### config.mk
export PLATFORM = sky130hd
export DESIGN_NAME = sem_grad_flat
export DESIGN_NICKNAME = d
export VERILOG_FILES = /design/src/rtl/sem_pkg.sv /design/src/rtl/sem_stream_if.sv /design/src/rtl/sem_grad.sv /design/src/flat_wrapper.sv
export SDC_FILE = /design/constraint.sdc
export NUM_CORES = 1
export LEC_CHECK = 0
export ABC_CLOCK_PERIOD_IN_PS = 5800
export BUFFER_PORTS_ARGS = -buffer_cell sky130_fd_sc_hd__buf_2
export CAP_MARGIN = 20
export CORE_UTILIZATION = 40
export CTS_CLUSTER_DIAMETER = 40
export DETAILED_ROUTE_END_ITERATION = 7
export SLEW_MARGIN = 20
export SYNTH_ARGS = -nofsm -noshare
export SYNTH_HDL_FRONTEND = slang
export SYNTH_SLANG_ARGS = --single-unit
### constraint.sdc
create_clock -name clk -period 5.8 [get_ports clk]
set_input_delay 0.58 -clock clk [delete_from_list [all_inputs] [get_ports clk]]
set_output_delay 0.58 -clock clk [all_outputs]
set_load 0.01 [all_outputs]
### src/rtl/sem_pkg.sv
// Shared types and constants for the Sobel edge magnitude stream.
// Depends on nothing; every other file of the block imports it.
package sem_pkg;

	// Line store geometry.
	localparam int MAX_WIDTH = 8192;
	localparam int COL_W     = $clog2(MAX_WIDTH);

	// Field and register widths.
	localparam int PIX_W        = 8;
	localparam int WIDTH_REG_W  = 14;
	localparam int HEIGHT_REG_W = 16;
	localparam int ROW_W        = 16;
	localparam int CFG_DATA_W   = 16;
	localparam int CFG_INDEX_W  = 1;

	// Register indexes of the configuration port.
	localparam logic [CFG_INDEX_W-1:0] REG_FRAME_WIDTH  = 1'b0;
	localparam logic [CFG_INDEX_W-1:0] REG_FRAME_HEIGHT = 1'b1;

	// Register reset values.
	localparam logic [WIDTH_REG_W-1:0]  WIDTH_RESET  = 14'd1920;
	localparam logic [HEIGHT_REG_W-1:0] HEIGHT_RESET = 16'd1080;

	// Largest magnitude that leaves the block.
	localparam logic [PIX_W-1:0] MAG_MAX = 8'hFF;

	typedef logic [PIX_W-1:0] pix_t;

	// One accepted item with its position decisions, from the counters to the line stores.
	typedef struct packed {
		pix_t             pixel;
		logic [COL_W-1:0] col;
		logic             row0;        // first row of the frame: column is the pixel itself
		logic             center_top;  // centre row is row 0: top replicates the centre
		logic             bottom;      // centre row is the last row: bottom replicates it
		logic             emit;        // this transaction releases a result
		logic             col0;        // result uses the window before the shift
		logic             col1;        // left edge replicated
		logic             width1;      // one-pixel rows
		logic             eor;
		logic             eof;
	} item_t;

	// Three window columns of a result, index 0 top, 1 middle, 2 bottom.
	typedef struct packed {
		logic [2:0][PIX_W-1:0] left;
		logic [2:0][PIX_W-1:0] center;
		logic [2:0][PIX_W-1:0] right;
		logic                  eor;
		logic                  eof;
	} cols_t;

endpackage

### src/rtl/sem_stream_if.sv


interface sem_mag_if;
	import sem_pkg::*;

	logic valid;
	logic ready;
	pix_t magnitude;
	logic end_of_row;
	logic end_of_frame;

	modport source (output valid, magnitude, end_of_row, end_of_frame, input ready);
	modport sink (input valid, magnitude, end_of_row, end_of_frame, output ready);
endinterface

### src/rtl/sem_grad.sv
// Sobel gradient pipeline: column register, Gx/Gy sums, L1 magnitude with saturation.
// Depends on sem_pkg and sem_mag_if.
module sem_grad (
	input  logic           clk,
	input  logic           arst_n,
	input  logic           cols_valid,
	input  sem_pkg::cols_t cols,
	output logic           cols_ready,
	sem_mag_if.source      mag_out
);
	import sem_pkg::*;

	localparam int GRAD_W = PIX_W + 3;

	logic                     v_s2;
	cols_t                    cols_s2;
	logic                     v_s3;
	logic signed [GRAD_W-1:0] gx_s3;
	logic signed [GRAD_W-1:0] gy_s3;
	logic                     eor_s3;
	logic                     eof_s3;
	logic                     out_valid_q;
	pix_t                     mag_q;
	logic                     eor_q;
	logic                     eof_q;

	logic                     ready_o;
	logic                     ready_s3;
	logic                     ready_s2;
	logic signed [GRAD_W-1:0] gx;
	logic signed [GRAD_W-1:0] gy;
	logic [GRAD_W-1:0]        abs_gx;
	logic [GRAD_W-1:0]        abs_gy;
	logic [GRAD_W-1:0]        sum;
	pix_t                     mag;

	function automatic logic signed [GRAD_W-1:0] ext(input pix_t p);
		return signed'({3'b000, p});
	endfunction

	// Each stage loads when it is empty or its contents move on.
	assign ready_o    = !out_valid_q || mag_out.ready;
	assign ready_s3   = !v_s3 || ready_o;
	assign ready_s2   = !v_s2 || ready_s3;
	assign cols_ready = ready_s2;

	// Gradient sums over the registered columns.
	always_comb begin
		gx = (ext(cols_s2.right[0]) - ext(cols_s2.left[0]))
			+ ((ext(cols_s2.right[1]) - ext(cols_s2.left[1])) <<< 1)
			+ (ext(cols_s2.right[2]) - ext(cols_s2.left[2]));
		gy = (ext(cols_s2.left[2]) - ext(cols_s2.left[0]))
			+ ((ext(cols_s2.center[2]) - ext(cols_s2.center[0])) <<< 1)
			+ (ext(cols_s2.right[2]) - ext(cols_s2.right[0]));
	end

	// L1 magnitude, saturated to the pixel range.
	always_comb begin
		abs_gx = gx_s3[GRAD_W-1] ? GRAD_W'(-gx_s3) : GRAD_W'(gx_s3);
		abs_gy = gy_s3[GRAD_W-1] ? GRAD_W'(-gy_s3) : GRAD_W'(gy_s3);
		sum    = abs_gx + abs_gy;
		mag    = (sum > GRAD_W'(MAG_MAX)) ? MAG_MAX : sum[PIX_W-1:0];
	end

	// Stage valids.
	always_ff @(posedge clk or negedge arst_n) begin
		if (!arst_n) begin
			v_s2        <= 1'b0;
			v_s3        <= 1'b0;
			out_valid_q <= 1'b0;
		end else begin
			if (ready_s2) begin
				v_s2 <= cols_valid;
			end
			if (ready_s3) begin
				v_s3 <= v_s2;
			end
			if (ready_o) begin
				out_valid_q <= v_s3;
			end
		end
	end

	// Stage payloads.
	always_ff @(posedge clk) begin
		if (ready_s2 && cols_valid) begin
			cols_s2 <= cols;
		end
		if (ready_s3 && v_s2) begin
			gx_s3  <= gx;
			gy_s3  <= gy;
			eor_s3 <= cols_s2.eor;
			eof_s3 <= cols_s2.eof;
		end
		if (ready_o && v_s3) begin
			mag_q <= mag;
			eor_q <= eor_s3;
			eof_q <= eof_s3;
		end
	end

	assign mag_out.valid        = out_valid_q;
	assign mag_out.magnitude    = mag_q;
	assign mag_out.end_of_row   = eor_q;
	assign mag_out.end_of_frame = eof_q;

endmodule

### src/flat_wrapper.sv
// flat-port wrapper written by rule: the top's interface ports become plain ports
module sem_grad_flat import sem_pkg::*;
  (clk, arst_n, cols_valid, cols, cols_ready, mag_out_valid, mag_out_magnitude, mag_out_end_of_row, mag_out_end_of_frame, mag_out_ready);
  sem_mag_if mag_out_i ();
  input  logic clk;
  input  logic arst_n;
  input  logic cols_valid;
  input  sem_pkg::cols_t cols;
  output logic cols_ready;
  output wire logic [$bits(mag_out_i.valid)-1:0] mag_out_valid;
  output wire logic [$bits(mag_out_i.magnitude)-1:0] mag_out_magnitude;
  output wire logic [$bits(mag_out_i.end_of_row)-1:0] mag_out_end_of_row;
  output wire logic [$bits(mag_out_i.end_of_frame)-1:0] mag_out_end_of_frame;
  input wire logic [$bits(mag_out_i.ready)-1:0] mag_out_ready;
  assign mag_out_valid = mag_out_i.valid;
  assign mag_out_magnitude = mag_out_i.magnitude;
  assign mag_out_end_of_row = mag_out_i.end_of_row;
  assign mag_out_end_of_frame = mag_out_i.end_of_frame;
  assign mag_out_i.ready = mag_out_ready;
  sem_grad u_core (.clk(clk), .arst_n(arst_n), .cols_valid(cols_valid), .cols(cols), .cols_ready(cols_ready), .mag_out(mag_out_i));
endmodule
==> summary.md <==
| Metric | Value |
|---|---|
| Fraction of power consumed by the clock network | `about 16%` |
| Initial Util | `approximately two fifths` |
| Maximum ir drop on the vdd rail | `about 270 µV` |
| IO Port Bufs | `81` |
| Routed WL per cell | `between 10 and 15 µm` |
| CTS H-tree depth | `3` |
| Tightest Pin Transition | `999 ps` |
| Gate count after technology mapping | `640` |
| Average size of a mapped cell | `around 11 µm²` |
| Final GP Congestion | `0.844` |
| Post-CTS repair timing setup buffer count | `0` |
| Final setup violating endpoints | `0` |
| Number of synthesis warnings | `0` |
| Share of final-layout standard cells stronger than drive strength 1 | `14.7%` |
| Final hold violations | `0` |
| Switch Pwr | `about 1.8 mW` |
| Master cell of the clock root buffer | `sky130_fd_sc_hd__clkbuf_16` |
| Worst slew margin | `33.4%` |
| Antenna violations before repair | `0` |
| Number of max-cap violations | `0` |
| Main synth FF type | `sky130_fd_sc_hd__edfxtp_1` |
| First-pass GRT wire length | `between 20000 and 25000 µm` |
| Maximum count of clock buffers along a single path | `2` |
| Post-synth cell types | `44` |
| Initial DRT Pass Iterations | `4` |
| Arrival time worst endpoint | `4090 ps` |
| Share of power burned in registers | `26.5%` |
| Kind of critical path | `register to register` |
| Fin. max-slew vios | `0` |
| Aggregate negative setup slack | `0 ps` |
| Leading cell types in the layout, fill and taps excluded | `110 x sky130_fd_sc_hd__inv_1, 100 x sky130_fd_sc_hd__edfxtp_1, 81 x sky130_fd_sc_hd__buf_2` |
| Max stage delay cell, worst path | `sky130_fd_sc_hd__fa_1` |
| Sink count of the clock tree | `103` |
| Number of global-route vias before repair | `~4300` |
| Worst-path fanout max | `4` |
| Post-route non-filler standard cell count | `962` |
| Clk slew on worst S/H paths | `approximately 70 ps` |
| Area growth from synthesis to final layout | `14.6%` |
| Post-cts gate resize count | `0` |
| Clock Latency Late Sink | `350 ps` |
| Global routing usage summed across all routing layers | `14.5%` |
| Post-synthesis net count | `825` |
| Power density over cell area | `~550 nW/µm²` |
| Total internal power | `2.65 mW` |
| Final setup slack of the worst path | `between 1500 and 2000 ps` |
| Most used cell, CP | `sky130_fd_sc_hd__a21oi_1` |
| CTS tree | `done` |
| Clk_skew | `5.58 ps` |
| Critical Path Max Stage Delay | `490 ps` |
| Hold slack | `396 ps` |
| Final clock period utilization by the worst path | `between 60% and 70%` |
| Die Footprint | `18300 µm²` |
| Clock buffers created by TritonCTS | `9` |
| CTS hold repair buffers | `1` |
| Area taken by flip-flops and latches | `3080 µm²` |
| Area of the mapped netlist | `7110 µm²` |
| Fillers | `roughly 1600` |
| Sequential element share of the synthesized area | `between 40% and 50%` |
| Class of the tightest hold or removal check | `input pin to register` |
| Chip height | `135 µm` |
| Via density | `4.79` |
| Total area of multi-input combinational cells | `3620 µm²` |
| Capturing element type of the critical path | `register` |
| Overall overflow remaining after global route | `0` |
| Horizontal die dimension | `about 140 µm` |
| Crit path buffers/inverters | `3` |
| Status | `complete, no violations` |
| Min cycle time layout | `between 3000 and 4000 ps` |
| Count of state elements after synthesis | `103` |
| Crit-path leading delay family | `adder cells` |
| Placed Instances | `about 950` |
| Async S/R FF share, synth | `under 10%` |
| Pre-CTS worst setup slack | `1860 ps` |
| Number of nets in the layout | `917` |
| Static Leakage | `3.56 nW` |
| Routed WL | `12500 µm` |
| Startpoint Class | `register` |
| Critical Path RT | `5890 ps` |
| Largest net degree at the start of global routing | `67` |
| Number of core rows | `48` |
| DRC | `0` |
| RSZ-0062 raised after global routing | `no` |
| Total I/O pin count | `90` |
| Number of violations reported at the end of detailed-routing iteration 0 | `110` |
| Critical path cell sequence | `inv_1 -> ha_1 -> inv_1 -> fa_1 -> nand2_1 -> nand2_1 -> a21oi_1 -> o21bai_1 -> a21oi_1 -> xor2_1 -> fa_1 -> inv_1 -> ha_1 -> or3_1 -> a21oi_1 -> o31ai_1 -> a21oi_1 -> xnor2_1` |
| Logic pwr share | `between 50% and 60%` |
| Maximum clock frequency | `250 MHz` |
| Placed wire-length estimate after detailed placement | `10200 µm` |
| Core ar. | `17400 µm²` |
| Number of nets with antenna violations after detailed routing | `0` |
| Final antenna diode count | `0` |
| Total vias in the final route | `4606` |
| Most common cell after layout, fill and taps aside | `sky130_fd_sc_hd__inv_1` |
| Count of flip-flops with a built-in enable after synthesis | `100` |
| Switching Share | `40.7%` |
-- final cells by class --
type                            instances  share of cell area, %
Clock buffer                            9                   2.76
Sequential cell                       103                   37.7
Timing Repair Buffer                   83                   5.19
Clock inverter                          7                   1.44
Tap cell                              225                   3.45
Multi-Input combinational cell        425                   44.4
Inverter                              110                   5.06
-- worst paths after layout --
path                                   start                     endpoint  slack (ps)  cells after the start
max reg2reg                u_core.cols_s2[2]             u_core.gx_s3[10]        1800                     18
min reg2reg                    u_core.eof_s3  u_core.mag_out.end_of_frame         420                      0
max                        u_core.cols_s2[2]             u_core.gx_s3[10]        1800                     18
min                                 cols[48]           u_core.cols_s2[48]         400                      1
max in group asynchronous             arst_n                  u_core.v_s3        5120                      2
min in group asynchronous             arst_n                  u_core.v_s2         570                      2
-- cells in the mapped netlist (all sizes together) (5+ instances only) --
cell type,number,area share (%)
a21boi,6,0.63
a21o,12,1.3
a21oi,33,2.3
a31oi,5,0.44
and2,5,0.44
edfxtp,100,42
fa,27,7.6
ha,80,14
inv,110,5.8
nand2,30,1.6
nand2b,17,1.5
nand3,8,0.56
nor2,18,0.95
nor2b,12,1.1
nor3,10,0.70
o21a,6,0.63
o21ai,36,2.6
o21bai,7,0.74
or3,9,0.79
xnor2,56,7.0
xor2,18,2.2
-- power by group through the flow --
stage          Combinational [mW]  Sequential [mW]  Clock, mW
2_1_floorplan                2.09             1.17          0
3_3_place_gp                 2.51             1.19          0
3_5_place_dp                 2.58             1.20          0
4_1_cts                      2.60             1.18      0.711
5_1_grt                      2.90             1.20      0.739
6_report                     2.59             1.18      0.694
-- metal layers --
layer	routed length, µm	GRT usage (%)
met4	406	7.43
met3	487	3.22
met1	5640	17.5
met2	5970	24.3
met5	0	0
-- per-stage QoR --
stage | utilization (%) | area (µm²) | total power [mW]
2_1_floorplan | - | 7110 | 3.26
3_3_place_gp | 45.0 | 7800 | 3.71
3_5_place_dp | 45.0 | 7800 | 3.78
4_1_cts | 47.0 | 8160 | 4.50
5_1_grt | 47.0 | 8160 | 4.84
6_report | 47.0 | 8160 | 4.47
-- sequential cells by signal (all words and copies together), names as in the netlist --
name	cells
u_core.v_s2	1
u_core.gx_s3	11
u_core.v_s3	1
u_core.mag_out.valid	1
u_core.gy_s3	11
u_core.cols_s2	66
u_core.mag_out.end_of_row	1
u_core.mag_out.end_of_frame	1
u_core.eor_s3	1
u_core.eof_s3	1
u_core.mag_out.magnitude	8
-- logic make-up after synthesis --
| family | count (synthesis) | share of synthesized area (%) |
|---|---|---|
| AOI/OAI and AO/OA | 124 | 11.0 |
| xor gates and xnor gates | 74 | 9.22 |
| adders and majority gates | 107 | 21.7 |
| buffers and inverters | 112 | 5.91 |
| DFF | 103 | 43.3 |
| and+or+nand+nor | 120 | 8.95 |
Power figures use the tool's default switching activity.
