<file path="config.mk">
export PLATFORM = sky130hd
export DESIGN_NAME = sem_ctrl_flat
export DESIGN_NICKNAME = d
export VERILOG_FILES = /design/src/rtl/sem_pkg.sv /design/src/rtl/sem_stream_if.sv /design/src/rtl/sem_ctrl.sv /design/src/flat_wrapper.sv
export SDC_FILE = /design/constraint.sdc
export NUM_CORES = 1
export LEC_CHECK = 0
export BUFFER_PORTS_ARGS = -buffer_cell sky130_fd_sc_hd__buf_2
export CORE_MARGIN = 4
export CORE_UTILIZATION = 60
export CTS_CLUSTER_DIAMETER = 150
export CTS_CLUSTER_SIZE = 20
export DETAILED_ROUTE_END_ITERATION = 7
export PLACE_DENSITY = 0.85
export SLEW_MARGIN = 10
export SYNTH_ARGS = -nofsm -noshare
export SYNTH_HDL_FRONTEND = slang
export SYNTH_SLANG_ARGS = --single-unit
export TNS_END_PERCENT = 30
</file>
<file path="constraint.sdc">
create_clock -name clk -period 6.75 [get_ports clk]
set_input_delay 0.3375 -clock clk [delete_from_list [all_inputs] [get_ports clk]]
set_output_delay 0.3375 -clock clk [all_outputs]
set_load 0.02 [all_outputs]
</file>
<file path="src/rtl/sem_pkg.sv">
// Shared types and constants for the Sobel edge magnitude stream.
// Depends on nothing; every other file of the block imports it.
package sem_pkg;

	// Line store geometry.
	localparam int MAX_WIDTH = 8192;
	localparam int COL_W     = $clog2(MAX_WIDTH);

	// Field and register widths.
	localparam int PIX_W        = 8;
	localparam int WIDTH_REG_W  = 14;
	localparam int HEIGHT_REG_W = 16;
	localparam int ROW_W        = 16;
	localparam int CFG_DATA_W   = 16;
	localparam int CFG_INDEX_W  = 1;

	// Register indexes of the configuration port.
	localparam logic [CFG_INDEX_W-1:0] REG_FRAME_WIDTH  = 1'b0;
	localparam logic [CFG_INDEX_W-1:0] REG_FRAME_HEIGHT = 1'b1;

	// Register reset values.
	localparam logic [WIDTH_REG_W-1:0]  WIDTH_RESET  = 14'd1920;
	localparam logic [HEIGHT_REG_W-1:0] HEIGHT_RESET = 16'd1080;

	// Largest magnitude that leaves the block.
	localparam logic [PIX_W-1:0] MAG_MAX = 8'hFF;

	typedef logic [PIX_W-1:0] pix_t;

	// One accepted item with its position decisions, from the counters to the line stores.
	typedef struct packed {
		pix_t             pixel;
		logic [COL_W-1:0] col;
		logic             row0;        // first row of the frame: column is the pixel itself
		logic             center_top;  // centre row is row 0: top replicates the centre
		logic             bottom;      // centre row is the last row: bottom replicates it
		logic             emit;        // this transaction releases a result
		logic             col0;        // result uses the window before the shift
		logic             col1;        // left edge replicated
		logic             width1;      // one-pixel rows
		logic             eor;
		logic             eof;
	} item_t;

	// Three window columns of a result, index 0 top, 1 middle, 2 bottom.
	typedef struct packed {
		logic [2:0][PIX_W-1:0] left;
		logic [2:0][PIX_W-1:0] center;
		logic [2:0][PIX_W-1:0] right;
		logic                  eor;
		logic                  eof;
	} cols_t;

endpackage

</file>
<file path="src/rtl/sem_stream_if.sv">
// Valid/ready stream interfaces for pixel input and magnitude output.
// Depends on sem_pkg for the payload types.
interface sem_pix_if;
	import sem_pkg::*;

	logic valid;
	logic ready;
	pix_t pixel;
	logic flush;

	modport source (output valid, pixel, flush, input ready);
	modport sink (input valid, pixel, flush, output ready);
endinterface


</file>
<file path="src/rtl/sem_ctrl.sv">
// Configuration registers and raster position counters of the input and output side.
// Depends on sem_pkg and sem_pix_if.
module sem_ctrl (
	input  logic                            clk,
	input  logic                            arst_n,
	input  logic                            wr_en,
	input  logic [sem_pkg::CFG_INDEX_W-1:0] wr_index,
	input  logic [sem_pkg::CFG_DATA_W-1:0]  wr_data,
	sem_pix_if.sink                         pix_in,
	input  logic                            item_ready,
	output logic                            item_valid,
	output sem_pkg::item_t                  item
);
	import sem_pkg::*;

	logic [WIDTH_REG_W-1:0]  width_cfg_q;
	logic [HEIGHT_REG_W-1:0] height_cfg_q;
	logic [ROW_W-1:0]        in_row_q;
	logic [COL_W-1:0]        in_col_q;
	logic [ROW_W-1:0]        out_row_q;
	logic [COL_W-1:0]        out_col_q;

	logic [COL_W:0]          eff_w;
	logic [HEIGHT_REG_W-1:0] eff_h;
	logic [COL_W:0]          in_col_inc;
	logic [COL_W:0]          out_col_inc;
	logic [ROW_W:0]          out_row_inc;
	logic                    emit;
	logic                    eor;
	logic                    eof;
	logic                    accept;

	// Effective frame size: zero counts as one, the width is capped at the line store depth.
	always_comb begin
		if (width_cfg_q == '0) begin
			eff_w = (COL_W+1)'(1);
		end else if (32'(width_cfg_q) > 32'(MAX_WIDTH)) begin
			eff_w = (COL_W+1)'(MAX_WIDTH);
		end else begin
			eff_w = (COL_W+1)'(width_cfg_q);
		end
		eff_h = (height_cfg_q == '0) ? HEIGHT_REG_W'(1) : height_cfg_q;
	end

	// Position decisions for the transaction at the input.
	always_comb begin
		in_col_inc  = {1'b0, in_col_q} + (COL_W+1)'(1);
		out_col_inc = {1'b0, out_col_q} + (COL_W+1)'(1);
		out_row_inc = {1'b0, out_row_q} + (ROW_W+1)'(1);
		emit = (in_row_q >= ROW_W'(2)) || (in_row_q == ROW_W'(1) && in_col_q != '0);
		eor  = emit && (out_col_inc >= eff_w);
		eof  = eor && (out_row_inc >= {1'b0, eff_h});

		item.pixel      = pix_in.flush ? '0 : pix_in.pixel;
		item.col        = in_col_q;
		item.row0       = (in_row_q == '0);
		item.center_top = (in_row_q == ROW_W'(1));
		item.bottom     = (in_row_q >= eff_h);
		item.emit       = emit;
		item.col0       = (in_col_q == '0);
		item.col1       = (in_col_q == COL_W'(1));
		item.width1     = (eff_w == (COL_W+1)'(1));
		item.eor        = eor;
		item.eof        = eof;
	end

	assign item_valid   = pix_in.valid;
	assign pix_in.ready = item_ready;
	assign accept       = pix_in.valid && item_ready;

	// Registers and counters; a register write restarts the frame.
	always_ff @(posedge clk or negedge arst_n) begin
		if (!arst_n) begin
			width_cfg_q  <= WIDTH_RESET;
			height_cfg_q <= HEIGHT_RESET;
			in_row_q     <= '0;
			in_col_q     <= '0;
			out_row_q    <= '0;
			out_col_q    <= '0;
		end else if (wr_en) begin
			unique case (wr_index)
				REG_FRAME_WIDTH: begin
					width_cfg_q <= wr_data[WIDTH_REG_W-1:0];
				end
				REG_FRAME_HEIGHT: begin
					height_cfg_q <= wr_data[HEIGHT_REG_W-1:0];
				end
				default: begin
				end
			endcase
			in_row_q  <= '0;
			in_col_q  <= '0;
			out_row_q <= '0;
			out_col_q <= '0;
		end else if (accept) begin
			if (eof) begin
				in_row_q  <= '0;
				in_col_q  <= '0;
				out_row_q <= '0;
				out_col_q <= '0;
			end else begin
				if (eor) begin
					out_col_q <= '0;
					out_row_q <= out_row_inc[ROW_W-1:0];
				end else if (emit) begin
					out_col_q <= out_col_inc[COL_W-1:0];
				end
				if (in_col_inc >= eff_w) begin
					in_col_q <= '0;
					if (in_row_q != '1) begin
						in_row_q <= in_row_q + ROW_W'(1);
					end
				end else begin
					in_col_q <= in_col_inc[COL_W-1:0];
				end
			end
		end
	end

endmodule

</file>
<file path="src/flat_wrapper.sv">
// flat-port wrapper written by rule: the top's interface ports become plain ports
module sem_ctrl_flat import sem_pkg::*;
  (clk, arst_n, wr_en, wr_index, wr_data, item_ready, item_valid, item, pix_in_valid, pix_in_pixel, pix_in_flush, pix_in_ready);
  sem_pix_if pix_in_i ();
  input  logic clk;
  input  logic arst_n;
  input  logic wr_en;
  input  logic [sem_pkg::CFG_INDEX_W-1:0] wr_index;
  input  logic [sem_pkg::CFG_DATA_W-1:0] wr_data;
  input  logic item_ready;
  output logic item_valid;
  output sem_pkg::item_t item;
  input wire logic [$bits(pix_in_i.valid)-1:0] pix_in_valid;
  input wire logic [$bits(pix_in_i.pixel)-1:0] pix_in_pixel;
  input wire logic [$bits(pix_in_i.flush)-1:0] pix_in_flush;
  output wire logic [$bits(pix_in_i.ready)-1:0] pix_in_ready;
  assign pix_in_i.valid = pix_in_valid;
  assign pix_in_i.pixel = pix_in_pixel;
  assign pix_in_i.flush = pix_in_flush;
  assign pix_in_ready = pix_in_i.ready;
  sem_ctrl u_core (.clk(clk), .arst_n(arst_n), .wr_en(wr_en), .wr_index(wr_index), .wr_data(wr_data), .pix_in(pix_in_i), .item_ready(item_ready), .item_valid(item_valid), .item(item));
endmodule
</file>
==> run_summary.xml <==
<?xml version="1.0" encoding="UTF-8"?>
<metrics>
  <group name="outcome">
    <metric name="status" unit="">completed</metric>
  </group>
  <group name="worst_setup_path">
    <metric name="crit_required" unit="ns">7.05</metric>
    <metric name="endpoint_kind" unit="">flop</metric>
    <metric name="critPathMaxStageDelay" unit="ns">0.75</metric>
    <metric name="worst_ep_arrival_time" unit="ns">4.84</metric>
    <metric name="critical_path.n_buffers_inverters" unit="">0</metric>
    <metric name="path_cells" unit="">ha_1, nand3_1, nor2_1, and3_1, and3_1, xor2_1, ha_1, a21oi_1, nand2_1, a221oi_1, a21boi_1, nor3_2, o21ai_0, a31oi_1</metric>
    <metric name="setup.worst_path.class" unit="">flop to flop</metric>
    <metric name="critical_path_peak_fanout" unit="">14</metric>
    <metric name="critPathLaunchType" unit="">flop</metric>
    <metric name="slowest_stage" unit="">sky130_fd_sc_hd__nor3_2</metric>
    <metric name="critPathTopFamily" unit="">simple AND/OR/NAND/NOR gates</metric>
  </group>
  <group name="final_layout">
    <metric name="design.final.nets" unit="">831</metric>
    <metric name="antenna-diode-count" unit="">0</metric>
    <metric name="filler_cell_count" unit="">816</metric>
    <metric name="most-common-layout-cells" unit="">sky130_fd_sc_hd__nand2_1 (90), sky130_fd_sc_hd__dfrtp_1 (80), sky130_fd_sc_hd__ha_1 (69)</metric>
    <metric name="most_common_cell_after_layout_fill_and_taps_aside" unit="">sky130_fd_sc_hd__nand2_1</metric>
    <metric name="post_route_cells_drive_above_1_share" unit="%">17.3</metric>
    <metric name="layout-area-overhead-vs-synth" unit="%">9.05</metric>
    <metric name="final_core_utilization" unit="%">66.6</metric>
  </group>
  <group name="pwr">
    <metric name="power.density_cell_area" unit="nW/um^2">254</metric>
    <metric name="total_leakage_power" unit="nW">3.33</metric>
    <metric name="design_power_total" unit="W">0.00174</metric>
    <metric name="irDropWorstVdd" unit="V">0.000210</metric>
  </group>
  <group name="synth">
    <metric name="ys_async_sr_fraction" unit="%">100</metric>
    <metric name="yosys_register_bits" unit="">88</metric>
    <metric name="mappedNetlistNets" unit="">787</metric>
    <metric name="synth_seq_area_share" unit="%">35.3</metric>
    <metric name="postSynthAreaPerCell" unit="sq um">9.13</metric>
    <metric name="synth_edf_count" unit="">0</metric>
    <metric name="post_synth_num_cell_types" unit="">56</metric>
    <metric name="syn_inst_count" unit="">687</metric>
    <metric name="mapped_cell_area" unit="sq um">6270</metric>
    <metric name="synth_flop_cell" unit="">sky130_fd_sc_hd__dfrtp_1</metric>
    <metric name="yosys_warnings" unit="">0</metric>
  </group>
  <group name="routing">
    <metric name="via_count" unit="">5472</metric>
    <metric name="via_per_inst" unit="">6.28</metric>
    <metric name="drc" unit="">0</metric>
    <metric name="totalWireLength" unit="microns">15400</metric>
    <metric name="drt-pass1-iter-count" unit="">5</metric>
    <metric name="wire_per_inst" unit="microns">17.7</metric>
    <metric name="detailedRoute.firstIterationViolations" unit="">405</metric>
    <metric name="drt_antenna_net_count" unit="">0</metric>
  </group>
  <group name="floorplan">
    <metric name="core_ar" unit="sq um">10300</metric>
    <metric name="floorplan.rows" unit="">37</metric>
    <metric name="die_y" unit="microns">110</metric>
    <metric name="floorplan.initialDensity" unit="%">61.1</metric>
    <metric name="i_o_pin_cnt" unit="">63</metric>
    <metric name="fp.dieArea" unit="sq um">12200</metric>
    <metric name="floorplan.die.width" unit="microns">110</metric>
  </group>
  <group name="placement">
    <metric name="gp_congestion" unit="">0.950</metric>
    <metric name="pre_cts_slack" unit="ns">2.29</metric>
    <metric name="dp.final_hpwl" unit="microns">11500</metric>
    <metric name="numPortBuffers" unit="">62</metric>
  </group>
  <group name="sta">
    <metric name="slew_headroom" unit="%">17.4</metric>
    <metric name="timing.final.crit_period" unit="ns">4.54</metric>
    <metric name="finalCritPeriodShare" unit="%">67.3</metric>
    <metric name="timing_worst_slew_pin_value" unit="ns">1.24</metric>
    <metric name="final.setup.tns" unit="ns">0</metric>
    <metric name="hold-worst-slack" unit="ns">0.174</metric>
    <metric name="report.final.slew_viol_count" unit="">0</metric>
    <metric name="timing_hold_violations_final" unit="">0</metric>
    <metric name="unrepaired_setup_endpoints_after_global_routing" unit="">false</metric>
    <metric name="worst_slack" unit="ns">2.21</metric>
    <metric name="finalSetupViolCount" unit="">0</metric>
    <metric name="clock_skew" unit="ns">0.0123</metric>
    <metric name="maxClockFrequency" unit="MHz">220</metric>
  </group>
  <group name="clocking">
    <metric name="cts-buffers-inserted" unit="">9</metric>
    <metric name="cts-hold-fix-buffers" unit="">0</metric>
    <metric name="clock_tree.root_cell" unit="">sky130_fd_sc_hd__clkbuf_8</metric>
    <metric name="tritoncts_num_sinks" unit="">88</metric>
    <metric name="cts_resized" unit="">0</metric>
    <metric name="tritoncts" unit="">yes</metric>
    <metric name="clock_tree.htree_level_count" unit="">3</metric>
    <metric name="cts_post_setup_buffers_inserted" unit="">0</metric>
    <metric name="cts.reportedPaths.clkPinSlew" unit="ns">0.10</metric>
    <metric name="clk-insertion-delay-late" unit="ns">0.37</metric>
    <metric name="ctsLongestPathBuffers" unit="">2</metric>
  </group>
  <group name="global_routing">
    <metric name="grt.overflow.total" unit="">0</metric>
    <metric name="met2_usage" unit="%">42.3</metric>
    <metric name="first_global_vias" unit="">5246</metric>
    <metric name="global_route.peak_usage_layer" unit="">met2</metric>
    <metric name="grt_antenna_before_repair" unit="">0</metric>
    <metric name="grt.met1_usage" unit="%">37.1</metric>
    <metric name="wire_length_of_the_first_global_routing_pass" unit="microns">25400</metric>
    <metric name="grt_use_total" unit="%">26.6</metric>
    <metric name="grt_max_degree" unit="">89</metric>
    <metric name="grtUsageMet3" unit="%">5.30</metric>
  </group>
  <group name="run">
    <metric name="maxCapViolations" unit="">0</metric>
  </group>
  <group name="worst_hold_path">
    <metric name="hp-class" unit="">primary input to asynchronous set/reset pin</metric>
  </group>
</metrics>
==> where the power goes <==
| part | total, W | internal [W] | switching [W] |
|---|---|---|---|
| Sequential | 0.000721 | 0.000604 | 0.000117 |
| Clock | 0.000421 | 0.000212 | 0.000209 |
| Combinational | 0.000596 | 0.000246 | 0.000350 |
==> logic make-up after synthesis <==
| group | after synthesis | synth area share [%] |
|---|---|---|
| buf+inv | 57 | 4.07 |
| simple gates | 283 | 23.0 |
| mux | 31 | 5.54 |
| compound gates | 122 | 13.2 |
| fa+ha+maj | 69 | 13.8 |
| xor+xnor | 37 | 5.16 |
| flops | 88 | 35.3 |
==> layout make-up <==
class / count / area (sq um) / area share (%)
multi-input cells: 542 / 3820 / 55.8
flip-flops and latches: 88 / 2210 / 32.3
repair buffers: 62 / 313 / 4.57
well taps: 136 / 170 / 2.49
clock buffers: 9 / 124 / 1.81
inverters: 28 / 105 / 1.54
clock inverters: 7 / 103 / 1.50
==> worst register-to-register path, stage by stage, from the launching register on <==
cell                       delay [ns]
sky130_fd_sc_hd__dfrtp_1         0.44
sky130_fd_sc_hd__ha_1            0.26
sky130_fd_sc_hd__nand3_1         0.15
sky130_fd_sc_hd__nor2_1          0.27
sky130_fd_sc_hd__and3_1          0.32
sky130_fd_sc_hd__and3_1          0.21
sky130_fd_sc_hd__xor2_1          0.24
sky130_fd_sc_hd__ha_1            0.31
sky130_fd_sc_hd__a21oi_1         0.16
sky130_fd_sc_hd__nand2_1         0.06
sky130_fd_sc_hd__a221oi_1        0.51
sky130_fd_sc_hd__a21boi_1        0.37
sky130_fd_sc_hd__nor3_2          0.75
sky130_fd_sc_hd__o21ai_0         0.23
sky130_fd_sc_hd__a31oi_1         0.20
==> per-stage QoR <==
| stage | std cells | area, sq um |
|---|---|---|
| 6_report | 872 | 6840 |
| 5_1_grt | 872 | 6840 |
| 4_1_cts | 872 | 6840 |
| 3_5_place_dp | 856 | 6610 |
| 3_3_place_gp | 856 | 6610 |
| 2_1_floorplan | 687 | 6270 |
==> sequential cells by signal, indices dropped and copies added, names as in the netlist <==
| name | flops |
|---|---|
| u_core.height_cfg_q | 16 |
| u_core.in_col_q | 13 |
| u_core.in_row_q | 16 |
| u_core.out_col_q | 13 |
| u_core.out_row_q | 16 |
| u_core.width_cfg_q | 14 |
==> cells in the mapped netlist, types with 12 or more instances <==
master                     number  area, sq um
sky130_fd_sc_hd__nand4_1       20          125
sky130_fd_sc_hd__and3_1        27          169
sky130_fd_sc_hd__a221o_1       17          170
sky130_fd_sc_hd__xor2_1        16          140
sky130_fd_sc_hd__inv_1         26         97.6
sky130_fd_sc_hd__xnor2_1       21          184
sky130_fd_sc_hd__mux2_2        30          338
sky130_fd_sc_hd__nor2b_1       16          100
sky130_fd_sc_hd__nor4_1        15         93.8
sky130_fd_sc_hd__nand3_1       32          160
sky130_fd_sc_hd__nand2_1       90          338
sky130_fd_sc_hd__a21oi_1       25          125
sky130_fd_sc_hd__dfrtp_1       80         2000
sky130_fd_sc_hd__o21ai_0       12         60.1
sky130_fd_sc_hd__clkbuf_1      16         60.1
sky130_fd_sc_hd__ha_1          69          863
sky130_fd_sc_hd__o21ai_1       27          135
sky130_fd_sc_hd__nor3_1        14         70.1
sky130_fd_sc_hd__nor2_1        38          143
==> worst paths after layout <==
check                                             from                      end  slack, ns  cells after the start
max in group asynchronous                       arst_n   u_core.height_cfg_q[7]       5.88                      1
min in group clk                           wr_data[14]  u_core.height_cfg_q[14]       0.19                      2
worst max-delay path               u_core.out_col_q[0]      u_core.out_col_q[5]       2.21                     14
worst min register to register  u_core.height_cfg_q[0]   u_core.height_cfg_q[0]       0.53                      1
worst min-delay path                            arst_n      u_core.in_row_q[11]       0.17                      1
worst max register to register     u_core.out_col_q[0]      u_core.out_col_q[5]       2.21                     14
==> layer usage <==
layer / vias to the layer above / share of wire, %
li1: 2578 / -
met1: 2654 / 45
met2: 213 / 47
met3: 27 / 7.0
met4: 0 / 1.7
met5: - / 0
Power figures use the tool's default switching activity.
